==> src/ptm_pkg.sv <==
// shared types and constants for the page table map/unmap engine
// no dependencies

package ptm_pkg;

	localparam int unsigned IdxBits = 9;
	localparam int unsigned EntriesPerTable = 512;

	typedef enum logic [2:0] {
		ST_OK         = 3'd0,
		ST_MISALIGNED = 3'd1,
		ST_NO_TABLES  = 3'd2,
		ST_LARGE_PAGE = 3'd3,
		ST_MAPPED     = 3'd4
	} status_t;

	localparam logic OP_MAP   = 1'b0;
	localparam logic OP_UNMAP = 1'b1;

	localparam logic KIND_INVAL  = 1'b0;
	localparam logic KIND_STATUS = 1'b1;

	localparam int unsigned BitP  = 0;
	localparam int unsigned BitPs = 7;

	typedef struct packed {
		logic        operation;
		logic [47:0] virt_addr;
		logic [51:0] phys_addr;
		logic [4:0]  page_count;
		logic [63:0] entry_flags;
	} req_t;

	typedef struct packed {
		logic        kind;
		logic [47:0] address;
		logic [2:0]  status;
		logic        last;
	} rsp_t;

endpackage

==> src/ptm_walk.sv <==
// walk sequencer: clears the memory, walks the levels, allocates, rolls back
// uses ptm_pkg and drives ptm_mem

module ptm_walk #(
	parameter int unsigned NUM_TABLES = 16,
	parameter int unsigned MAX_PAGES  = 16
) (
	input  logic clk,
	input  logic arst_n,
	input  logic in_valid,
	output logic in_stall,
	input  ptm_pkg::req_t in_req,
	input  logic [51:0] base,
	input  logic out_free,
	output logic out_push,
	output ptm_pkg::rsp_t out_rsp,
	output logic mem_we,
	output logic [$clog2(NUM_TABLES)+ptm_pkg::IdxBits-1:0] mem_waddr,
	output logic [63:0] mem_wdata,
	output logic [$clog2(NUM_TABLES)+ptm_pkg::IdxBits-1:0] mem_raddr,
	input  logic [63:0] mem_rdata
);
	import ptm_pkg::*;

	localparam int unsigned TIW = $clog2(NUM_TABLES);
	localparam int unsigned AW  = TIW + IdxBits;
	localparam int unsigned NW  = $clog2(NUM_TABLES + 1);
	localparam int unsigned CW  = $clog2(MAX_PAGES + 1);

	typedef enum logic [3:0] {
		S_CLEAR, S_IDLE, S_CHECK, S_START, S_RD, S_EVAL,
		S_ZERO, S_LINK, S_FOL, S_EMIT, S_NEXT, S_STATUS
	} state_t;

	state_t state_q;
	logic          op_q, rb_q;
	logic [35:0]   vpn_q;
	logic [39:0]   pfn_q;
	logic [11:0]   va_lo_q, pa_lo_q;
	logic [63:0]   flags_q;
	logic [CW-1:0] cnt_q, page_q, fail_q;
	logic [1:0]    lvl_q;
	logic [TIW-1:0] tbl_q, new_q;
	logic [63:0]   ent_q;
	status_t       status_q;
	logic [NW-1:0] nft_q;
	logic [AW-1:0] sweep_q;

	logic [35:0] vpn_cur;
	logic [39:0] pfn_cur;
	logic [8:0]  idx;
	logic [AW-1:0] addr;
	logic        unmap_mode;
	logic [39:0] diff;
	logic [CW-1:0] page_nx;
	logic [5:0]  cnt_clamp;
	logic [63:0] link_ent;

	assign vpn_cur    = vpn_q + 36'(page_q);
	assign pfn_cur    = pfn_q + 40'(page_q);
	assign unmap_mode = (op_q == OP_UNMAP) || rb_q;
	assign diff       = ent_q[51:12] - base[51:12];
	assign page_nx    = page_q + CW'(1);
	assign cnt_clamp  = ({1'b0, in_req.page_count} > 6'(MAX_PAGES)) ? 6'(MAX_PAGES)
		: {1'b0, in_req.page_count};
	assign link_ent   = {12'd0, base[51:12] + 40'(new_q), 12'h003};

	always_comb begin
		unique case (lvl_q)
			2'd0: idx = vpn_cur[35:27];
			2'd1: idx = vpn_cur[26:18];
			2'd2: idx = vpn_cur[17:9];
			default: idx = vpn_cur[8:0];
		endcase
	end

	assign addr      = {tbl_q, idx};
	assign mem_raddr = addr;
	assign in_stall  = (state_q != S_IDLE);

	always_comb begin
		mem_we    = 1'b0;
		mem_waddr = addr;
		mem_wdata = '0;
		unique case (state_q)
			S_CLEAR: begin
				mem_we    = 1'b1;
				mem_waddr = sweep_q;
			end
			S_ZERO: begin
				mem_we    = 1'b1;
				mem_waddr = {new_q, sweep_q[IdxBits-1:0]};
			end
			S_LINK: begin
				mem_we    = 1'b1;
				mem_wdata = link_ent;
			end
			S_EVAL: begin
				if (lvl_q == 2'd3) begin
					if (unmap_mode) begin
						mem_we = mem_rdata[BitP];
					end else begin
						mem_we    = !mem_rdata[BitP];
						mem_wdata = {pfn_cur, 12'd0} | flags_q;
					end
				end
			end
			default: ;
		endcase
	end

	always_ff @(posedge clk or negedge arst_n) begin
		if (!arst_n) begin
			state_q  <= S_CLEAR;
			sweep_q  <= '0;
			nft_q    <= NW'(1);
			out_push <= 1'b0;
			rb_q     <= 1'b0;
		end else begin
			out_push <= 1'b0;
			unique case (state_q)
				S_CLEAR: begin
					sweep_q <= sweep_q + AW'(1);
					if (sweep_q == AW'(NUM_TABLES * EntriesPerTable - 1)) begin
						state_q <= S_IDLE;
					end
				end
				S_IDLE: begin
					if (in_valid) begin
						op_q    <= in_req.operation;
						vpn_q   <= in_req.virt_addr[47:12];
						va_lo_q <= in_req.virt_addr[11:0];
						pfn_q   <= in_req.phys_addr[51:12];
						pa_lo_q <= in_req.phys_addr[11:0];
						flags_q <= in_req.entry_flags;
						cnt_q   <= CW'(cnt_clamp);
						rb_q    <= 1'b0;
						page_q  <= '0;
						state_q <= S_CHECK;
					end
				end
				S_CHECK: begin
					status_q <= ST_OK;
					if (va_lo_q != 12'd0 || (op_q == OP_MAP && pa_lo_q != 12'd0)) begin
						status_q <= ST_MISALIGNED;
						state_q  <= S_STATUS;
					end else if (cnt_q == '0) begin
						state_q <= S_STATUS;
					end else begin
						state_q <= S_START;
					end
				end
				S_START: begin
					lvl_q   <= 2'd0;
					tbl_q   <= '0;
					state_q <= S_RD;
				end
				S_RD: state_q <= S_EVAL;
				S_EVAL: begin
					ent_q <= mem_rdata;
					if (lvl_q == 2'd3) begin
						if (unmap_mode) begin
							state_q <= mem_rdata[BitP] ? S_EMIT : S_NEXT;
						end else if (mem_rdata[BitP]) begin
							status_q <= ST_MAPPED;
							state_q  <= S_NEXT;
						end else begin
							state_q <= S_EMIT;
						end
					end else if (unmap_mode) begin
						if (!mem_rdata[BitP] || (lvl_q != 2'd0 && mem_rdata[BitPs])) begin
							state_q <= S_NEXT;
						end else begin
							state_q <= S_FOL;
						end
					end else if (lvl_q != 2'd0 && mem_rdata[BitPs]) begin
						status_q <= ST_LARGE_PAGE;
						state_q  <= S_NEXT;
					end else if (!mem_rdata[BitP]) begin
						if (nft_q >= NW'(NUM_TABLES)) begin
							status_q <= ST_NO_TABLES;
							state_q  <= S_NEXT;
						end else begin
							new_q   <= nft_q[TIW-1:0];
							nft_q   <= nft_q + NW'(1);
							sweep_q <= '0;
							state_q <= S_ZERO;
						end
					end else begin
						state_q <= S_FOL;
					end
				end
				S_ZERO: begin
					sweep_q <= sweep_q + AW'(1);
					if (sweep_q[IdxBits-1:0] == '1) begin
						state_q <= S_LINK;
					end
				end
				S_LINK: begin
					ent_q   <= link_ent;
					state_q <= S_FOL;
				end
				S_FOL: begin
					if (diff >= 40'(NUM_TABLES)) begin
						if (!unmap_mode) begin
							status_q <= ST_NO_TABLES;
						end
						state_q <= S_NEXT;
					end else begin
						tbl_q   <= diff[TIW-1:0];
						lvl_q   <= lvl_q + 2'd1;
						state_q <= S_RD;
					end
				end
				S_EMIT: begin
					if (out_free) begin
						out_push <= 1'b1;
						out_rsp  <= '{kind: KIND_INVAL, address: {vpn_cur, 12'd0},
							status: ST_OK, last: 1'b0};
						state_q  <= S_NEXT;
					end
				end
				S_NEXT: begin
					// a map failure lands here with a nonzero status
					if (!rb_q && status_q != ST_OK) begin
						if (page_q == '0) begin
							state_q <= S_STATUS;
						end else begin
							rb_q    <= 1'b1;
							fail_q  <= page_q;
							page_q  <= '0;
							state_q <= S_START;
						end
					end else begin
						page_q <= page_nx;
						if (page_nx == (rb_q ? fail_q : cnt_q)) begin
							state_q <= S_STATUS;
						end else begin
							state_q <= S_START;
						end
					end
				end
				S_STATUS: begin
					if (out_free) begin
						out_push <= 1'b1;
						out_rsp  <= '{kind: KIND_STATUS, address: {vpn_q, va_lo_q},
							status: status_q, last: 1'b1};
						state_q  <= S_IDLE;
					end
				end
				default: state_q <= S_IDLE;
			endcase
		end
	end

endmodule

==> config.mk <==
export PLATFORM = sky130hd
export DESIGN_NAME = ptm_walk
export DESIGN_NICKNAME = d
export VERILOG_FILES = /design/src/ptm_pkg.sv /design/src/ptm_walk.sv
export SDC_FILE = /design/constraint.sdc
export NUM_CORES = 1
export LEC_CHECK = 0
export BUFFER_PORTS_ARGS = -buffer_cell sky130_fd_sc_hd__clkbuf_2
export CAP_MARGIN = 20
export CORE_ASPECT_RATIO = 1.2
export CORE_MARGIN = 2
export CORE_UTILIZATION = 33
export CTS_CLUSTER_SIZE = 10
export DETAILED_ROUTE_END_ITERATION = 16
export PLACE_DENSITY = 0.59
export SYNTH_ARGS = -nofsm -noshare
export SYNTH_HDL_FRONTEND = slang
export SYNTH_SLANG_ARGS = --single-unit
==> constraint.sdc <==
create_clock -name clk -period 10.75 [get_ports clk]
set_input_delay 1.075 -clock clk [delete_from_list [all_inputs] [get_ports clk]]
set_output_delay 1.075 -clock clk [all_outputs]
set_load 0.02 [all_outputs]
## Word-level counts from Yosys, hierarchy flattened

Index checks and enable logic that the tools add are counted.
Widths: inputs -> output; s select.

- Register bits after elaboration: 322
- Input bits: 290
- Output and inout bits: 146
- Word-level logic and storage cells: 181

- Add/sub/neg operators: 8
- Order comparisons: 3
- Equality and inequality tests: 37
- Multiplexer cells: 65
- Bitwise logic cells: 8
- Reduce and logical (&&, ||, !) cells: 37

Operators by type and width:

| cell | number |
|---|---|
| $mux 64 | 2 |
| $pmux 64 s2 | 1 |
| $mux 53 | 2 |
| $pmux 53 s2 | 1 |
| $pmux 52 s2 | 1 |
| $mux 4 | 17 |
| $mux 13 | 5 |
| $or 52x64->64 | 1 |
| $pmux 13 s2 | 2 |
| $pmux 4 s12 | 1 |
| $add 40x4->40 | 1 |
| $add 40x5->40 | 1 |
| $ge 40x5->1 const B | 1 |
| $sub 40x40->40 | 1 |
| $add 36x5->36 | 1 |
| $ne 2x2->1 const B | 15 |
| $mux 3 | 9 |
| $pmux 9 s3 | 1 |
| $reduce_bool 12->1 | 2 |
| $mux 5 | 4 |
| $eq 4x3->1 const B | 4 |
| $eq 4x4->1 const B | 4 |
| $reduce_and 4->1 | 4 |
| $add 13x1->13 const B | 1 |
| 38 further kinds | 76 |

## Longest topological paths before layout

- Depth in word-level cells: 7
- Gate-level depth with buffers: 14
- Depth with buffers taken out: 14

## Worst setup path before layout

OpenSTA, ideal clock, no wires.

- Kind: input-to-reg
- Start: input port in_valid
- End: register cnt_q[0] (enable)
- Setup time: 0.703 ns
- Data arrival time: 8.239 ns
- Data required time: 10.047 ns
- Setup slack: 1.809 ns
- Cell stages on the path: 2
- Buffers on the path: 0
- Path through: nand3_1 -> nor2_1

- Cells in the longest elaborated chain, start to end: 1

Ends and longest elaborated chain:

| item | line | RTL |
|---|---|---|
| start: declaration | ptm_walk.sv:10 | `input logic in_valid,` |
| $reduce_and 3->1 (no line) | -- |  |
| end signal: assignment | ptm_walk.sv:136 | `cnt_q <= CW'(cnt_clamp);` |
| end: declaration | ptm_walk.sv:41 | `logic [CW-1:0] cnt_q, page_q, fail_q;` |

No other way between the ends.
A chain may end at the register's enable or synchronous reset.

## Final worst setup path

- Start: register page_q[1]
- End: output port mem_waddr[7] (netlist name)

- Cells in the longest elaborated chain, start to end: 3

Ends and longest elaborated chain:

| item | line | RTL |
|---|---|---|
| start: declaration | ptm_walk.sv:41 |  |
| start signal: assignment | ptm_walk.sv:235 | `page_q <= page_nx;` |
| $add 36x5->36 | ptm_walk.sv:59 | `assign vpn_cur = vpn_q + 36'(page_q);` |
| $pmux 9 s3 | ptm_walk.sv:69 | `unique case (lvl_q)` |
| $pmux 13 s2 | ptm_walk.sv:85 | `unique case (state_q)` |
| end: declaration | ptm_walk.sv:18 | `output logic [$clog2(NUM_TABLES)+ptm_pkg::IdxBits-1:0] mem_waddr,` |

No other way between the ends.

==> summary.json <==
{
  "run_status": {"value": "complete, no violations"},
  "critical_path_peak_fanout": {"value": 11},
  "drtAntennaViolNets": {"value": 0},
  "slowest_stage_cell_crit_path": {"value": "sky130_fd_sc_hd__a21oi_1"},
  "htreeDepth": {"value": 2},
  "number_of_buffers_inserted_by_hold_repair_at_cts": {"value": 0},
  "die_w": {"value": 215, "unit": "um"},
  "ctsResizeCount": {"value": 0},
  "firstDrtPassIters": {"value": 7},
  "cts_buffers": {"value": 40},
  "pin_count": {"value": 436},
  "holdPathStages": {"value": 0},
  "irDropWorstVdd": {"value": 0.119, "unit": "mV"},
  "setup-tns-final": {"value": 0, "unit": "ns"},
  "grt_antenna_before_repair": {"value": 10},
  "ys_seq_area_share": {"value": 51.9, "unit": "%"},
  "hold_end": {"value": "new_q[3]"},
  "ys_ff_latch": {"value": 309},
  "avgViaCountPerCell": {"value": 5.13},
  "final_util": {"value": 40.9, "unit": "%"},
  "crit_path_setup_slack_layout": {"value": 5.21, "unit": "ns"},
  "fin_skew": {"value": 0.0129, "unit": "ns"},
  "worstReg2RegEnd": {"value": "tbl_q[0]"},
  "yosys-top-cells-area": {"value": "sky130_fd_sc_hd__edfxtp_1, sky130_fd_sc_hd__xnor2_1, sky130_fd_sc_hd__ha_1"},
  "worst-slew-pin-transition": {"value": 1.06, "unit": "ns"},
  "route.final.wire_length": {"value": 57500, "unit": "um"},
  "pin_count_of_the_biggest_net_entering_global_routing": {"value": 164},
  "regToRegSetupSlack": {"value": 6.28, "unit": "ns"},
  "max_slew_margin": {"value": 29.1, "unit": "%"},
  "grt_pass1_vias": {"value": 14540},
  "routabilityCongestion": {"value": 0.914},
  "place_hpwl": {"value": 45100, "unit": "um"},
  "synth.net_count": {"value": 2051},
  "worst_r2r_path_cells": {"value": 11},
  "die_h": {"value": 257, "unit": "um"},
  "fmax": {"value": 180, "unit": "MHz"},
  "share_of_final_layout_standard_cells_stronger_than_drive_strength_1": {"value": 24.3, "unit": "%"},
  "core_area": {"value": 0.0527, "unit": "mm^2"},
  "cell_variety_after_synth": {"value": 82},
  "synth.cell_area": {"value": 0.0177, "unit": "mm^2"},
  "required": {"value": 9.68, "unit": "ns"},
  "timing.critical_path.to_type": {"value": "output pin"},
  "globalRouteOverflowTotal": {"value": 0},
  "grt.total_usage": {"value": 20.2, "unit": "%"},
  "post-place-ws": {"value": 5.32, "unit": "ns"},
  "drt-wirelength-per-cell": {"value": 20.5, "unit": "um"},
  "holdCritPathClass": {"value": "flip-flop to flip-flop"},
  "share_of_flip_flops_with_an_asynchronous_set_or_reset_after_synthesis": {"value": 7.77, "unit": "%"},
  "critical_path.startpoint_type": {"value": "flip-flop"},
  "final_min_period_over_clock_period": {"value": 51.5, "unit": "%"},
  "grt_setup_unrepaired": {"value": "false"},
  "synth.top_cell.area_share": {"value": 48.5, "unit": "%"},
  "synth_warn": {"value": 0},
  "clock_tree.buffer_depth": {"value": 3},
  "detailroute.via_count": {"value": 14417},
  "row_count": {"value": 92},
  "finalWorstPathRequiredPeriod": {"value": 5.54, "unit": "ns"},
  "most_used_flip_flop_cell_after_synthesis": {"value": "sky130_fd_sc_hd__edfxtp_1"},
  "cts_tree": {"value": "built"},
  "initial_core_util": {"value": 33.5, "unit": "%"},
  "critical_path_arrival": {"value": 4.47, "unit": "ns"},
  "hp-start": {"value": "nft_q[3]"},
  "critical_path_cell_by_cell": {"value": "ha_1, a21o_1, a21oi_1, o21bai_1, a21oi_1, or4_4, nor2_1, xor2_1, a222oi_1, mux2i_1, mux2_2, clkbuf_2"},
  "cts_setup_buffers": {"value": 0},
  "synth_largest_area_cell": {"value": "sky130_fd_sc_hd__edfxtp_1"},
  "finalHoldViolations": {"value": 0},
  "path_common_cell": {"value": "sky130_fd_sc_hd__a21oi_1"},
  "delay_of_the_slowest_cell_on_the_worst_path": {"value": 0.84, "unit": "ns"},
  "floorplan.die_area": {"value": 0.0554, "unit": "mm^2"},
  "cts_root_buffer": {"value": "sky130_fd_sc_hd__clkbuf_16"},
  "r2r_start": {"value": "ent_q[34]"},
  "grt_first_pass_wirelength": {"value": 86100, "unit": "um"},
  "final.fill_count": {"value": 5288},
  "number_of_enable_flip_flop_cells_after_synthesis": {"value": 285},
  "report.final.setup_viol": {"value": 0},
  "first_iter_violations": {"value": 946},
  "remaining_drc_errors": {"value": 0},
  "area.growth.synth_to_final": {"value": 22.1, "unit": "%"},
  "p_leak": {"value": 8.53, "unit": "nW"},
  "numPortBuffers": {"value": 401},
  "synth.avg_cell_area": {"value": 10.4, "unit": "um^2"},
  "clock_insertion_delay_worst_skew": {"value": 0.55, "unit": "ns"},
  "slew_violations": {"value": 0},
  "power_density": {"value": 175, "unit": "mW/mm^2"},
  "cap_violations": {"value": 0},
  "post-synth-top-count-cell": {"value": "sky130_fd_sc_hd__edfxtp_1"},
  "cts_sinks": {"value": 309},
  "nNetsFinal": {"value": 2437},
  "critPathKind": {"value": "flip-flop to output pin"},
  "ys_top_cells_by_count": {"value": "sky130_fd_sc_hd__edfxtp_1, sky130_fd_sc_hd__nand2_1, sky130_fd_sc_hd__o21ai_0"},
  "synthCells": {"value": 1694},
  "clk_transition_reported_paths": {"value": 0.06, "unit": "ns"}
}
## cell usage in the layout (no fill, tap or decap), types with 8 or more instances in the layout
| cell | Yosys | routed |
|---|---|---|
| sky130_fd_sc_hd__clkbuf_2 | 1 | 401 |
| sky130_fd_sc_hd__edfxtp_1 | 285 | 285 |
| sky130_fd_sc_hd__nand2_1 | 203 | 203 |
| sky130_fd_sc_hd__o21ai_0 | 153 | 153 |
| sky130_fd_sc_hd__nor2_1 | 135 | 134 |
| sky130_fd_sc_hd__xnor2_1 | 117 | 117 |
| sky130_fd_sc_hd__inv_1 | 71 | 71 |
| sky130_fd_sc_hd__xor2_1 | 69 | 69 |
| sky130_fd_sc_hd__a21oi_1 | 63 | 63 |
| sky130_fd_sc_hd__ha_1 | 63 | 63 |
| sky130_fd_sc_hd__nand3_1 | 54 | 53 |
| sky130_fd_sc_hd__and2_1 | 47 | 46 |
| sky130_fd_sc_hd__clkbuf_16 | 0 | 41 |
| sky130_fd_sc_hd__nand4_1 | 38 | 38 |
| sky130_fd_sc_hd__nor3_1 | 38 | 37 |
| sky130_fd_sc_hd__dfrtp_1 | 23 | 23 |
| sky130_fd_sc_hd__and3_1 | 22 | 21 |
| sky130_fd_sc_hd__nor4_1 | 18 | 18 |
| sky130_fd_sc_hd__nor2b_1 | 14 | 14 |
| sky130_fd_sc_hd__a31oi_1 | 12 | 12 |
| sky130_fd_sc_hd__a21o_1 | 11 | 11 |
| sky130_fd_sc_hd__a211oi_1 | 11 | 11 |
| sky130_fd_sc_hd__nand2b_1 | 10 | 10 |
| sky130_fd_sc_hd__mux2_2 | 10 | 10 |
| sky130_fd_sc_hd__o211ai_1 | 10 | 10 |
| sky130_fd_sc_hd__or3_1 | 8 | 8 |
| sky130_fd_sc_hd__mux2i_1 | 8 | 8 |
| sky130_fd_sc_hd__o31ai_1 | 8 | 8 |
## sequential cells by signal, summed over array words and instances, names as in the netlist
signal	count
rb_q	1
status_q	3
out_push	1
pa_lo_q	12
page_q	5
va_lo_q	12
state_q	4
lvl_q	2
out_rsp	52
op_q	1
sweep_q	13
nft_q	5
vpn_q	36
pfn_q	40
ent_q	40
tbl_q	4
flags_q	64
fail_q	5
cnt_q	5
new_q	4
## cells by family (layout without fill, tap and decap cells)
family / after synthesis / count (layout) / synth area share, %
multiplexers: 18 / 18 / 1.09
AND/OR/NAND/NOR: 626 / 626 / 17.2
XOR/XNOR: 186 / 186 / 9.23
adder cells (fa/ha/maj): 67 / 67 / 4.92
other: 0 / 7 / 0
AO/OA/AOI/OAI: 349 / 349 / 12.4
flip-flops: 309 / 309 / 51.9
buffers and inverters: 139 / 542 / 3.20
## worst max path at each step
stage / cells past startpoint / endpoint / startpoint
6_report: 12 / mem_waddr[7] / page_q[1]
5_1_grt: 12 / mem_waddr[7] / page_q[1]
4_1_cts: 12 / mem_waddr[7] / page_q[1]
3_5_place_dp: 13 / tbl_q[0] / base[36]
3_3_place_gp: 13 / tbl_q[0] / base[36]
2_1_floorplan: 2 / cnt_q[0] / in_valid
## area by class of cell
class / instances / area, um^2 / share of cell area (%)
Sequential cell: 309 / 9160 / 42.5
Multi-Input combinational cell: 1246 / 7960 / 36.9
Timing Repair Buffer: 411 / 2110 / 9.79
Clock buffer: 48 / 1070 / 4.97
Tap cell: 705 / 882 / 4.09
Inverter: 72 / 270 / 1.25
Clock inverter: 11 / 86.3 / 0.400
Antenna cell: 7 / 17.5 / 0.0813
## worst max-delay path, delay by kind of cell (launching register included)
kind | cells | cell delay (ns)
AO/OA/AOI/OAI | 5 | 1.80
buffers and inverters | 1 | 0.16
AND/OR/NAND/NOR | 2 | 0.37
adder cells (fa/ha/maj) | 1 | 0.33
flip-flops | 1 | 0.53
XOR/XNOR | 1 | 0.15
multiplexers | 2 | 0.56
## layer usage
layer | global-route usage [%] | part of all wire [%]
met1 | 25.3 | 41
met2 | 34.2 | 49
met4 | 8.24 | 3.9
met3 | 4.14 | 6.0
met5 | 0 | 0.023
## metrics by stage
stage / instance area [um^2] / instances / power [mW] / hold slack [ns]
final: 21600 / 2809 / 3.76 / 0.506
after global placement: 20300 / 2741 / 2.56 / 0.483
after detailed placement: 20400 / 2742 / 2.57 / 0.498
after floorplan: 17700 / 1694 / 2.22 / 0.450
after CTS: 21500 / 2801 / 3.80 / 0.512
after global routing: 21600 / 2809 / 3.95 / 0.540
## power breakdown
group	internal (mW)	switching, mW	leakage, nW
logic	0.350	0.635	5.11
clock network	0.703	0.512	0.567
registers	1.46	0.107	2.85
total	2.51	1.25	8.53
Note: power is estimated with default switching activity, not from simulation.
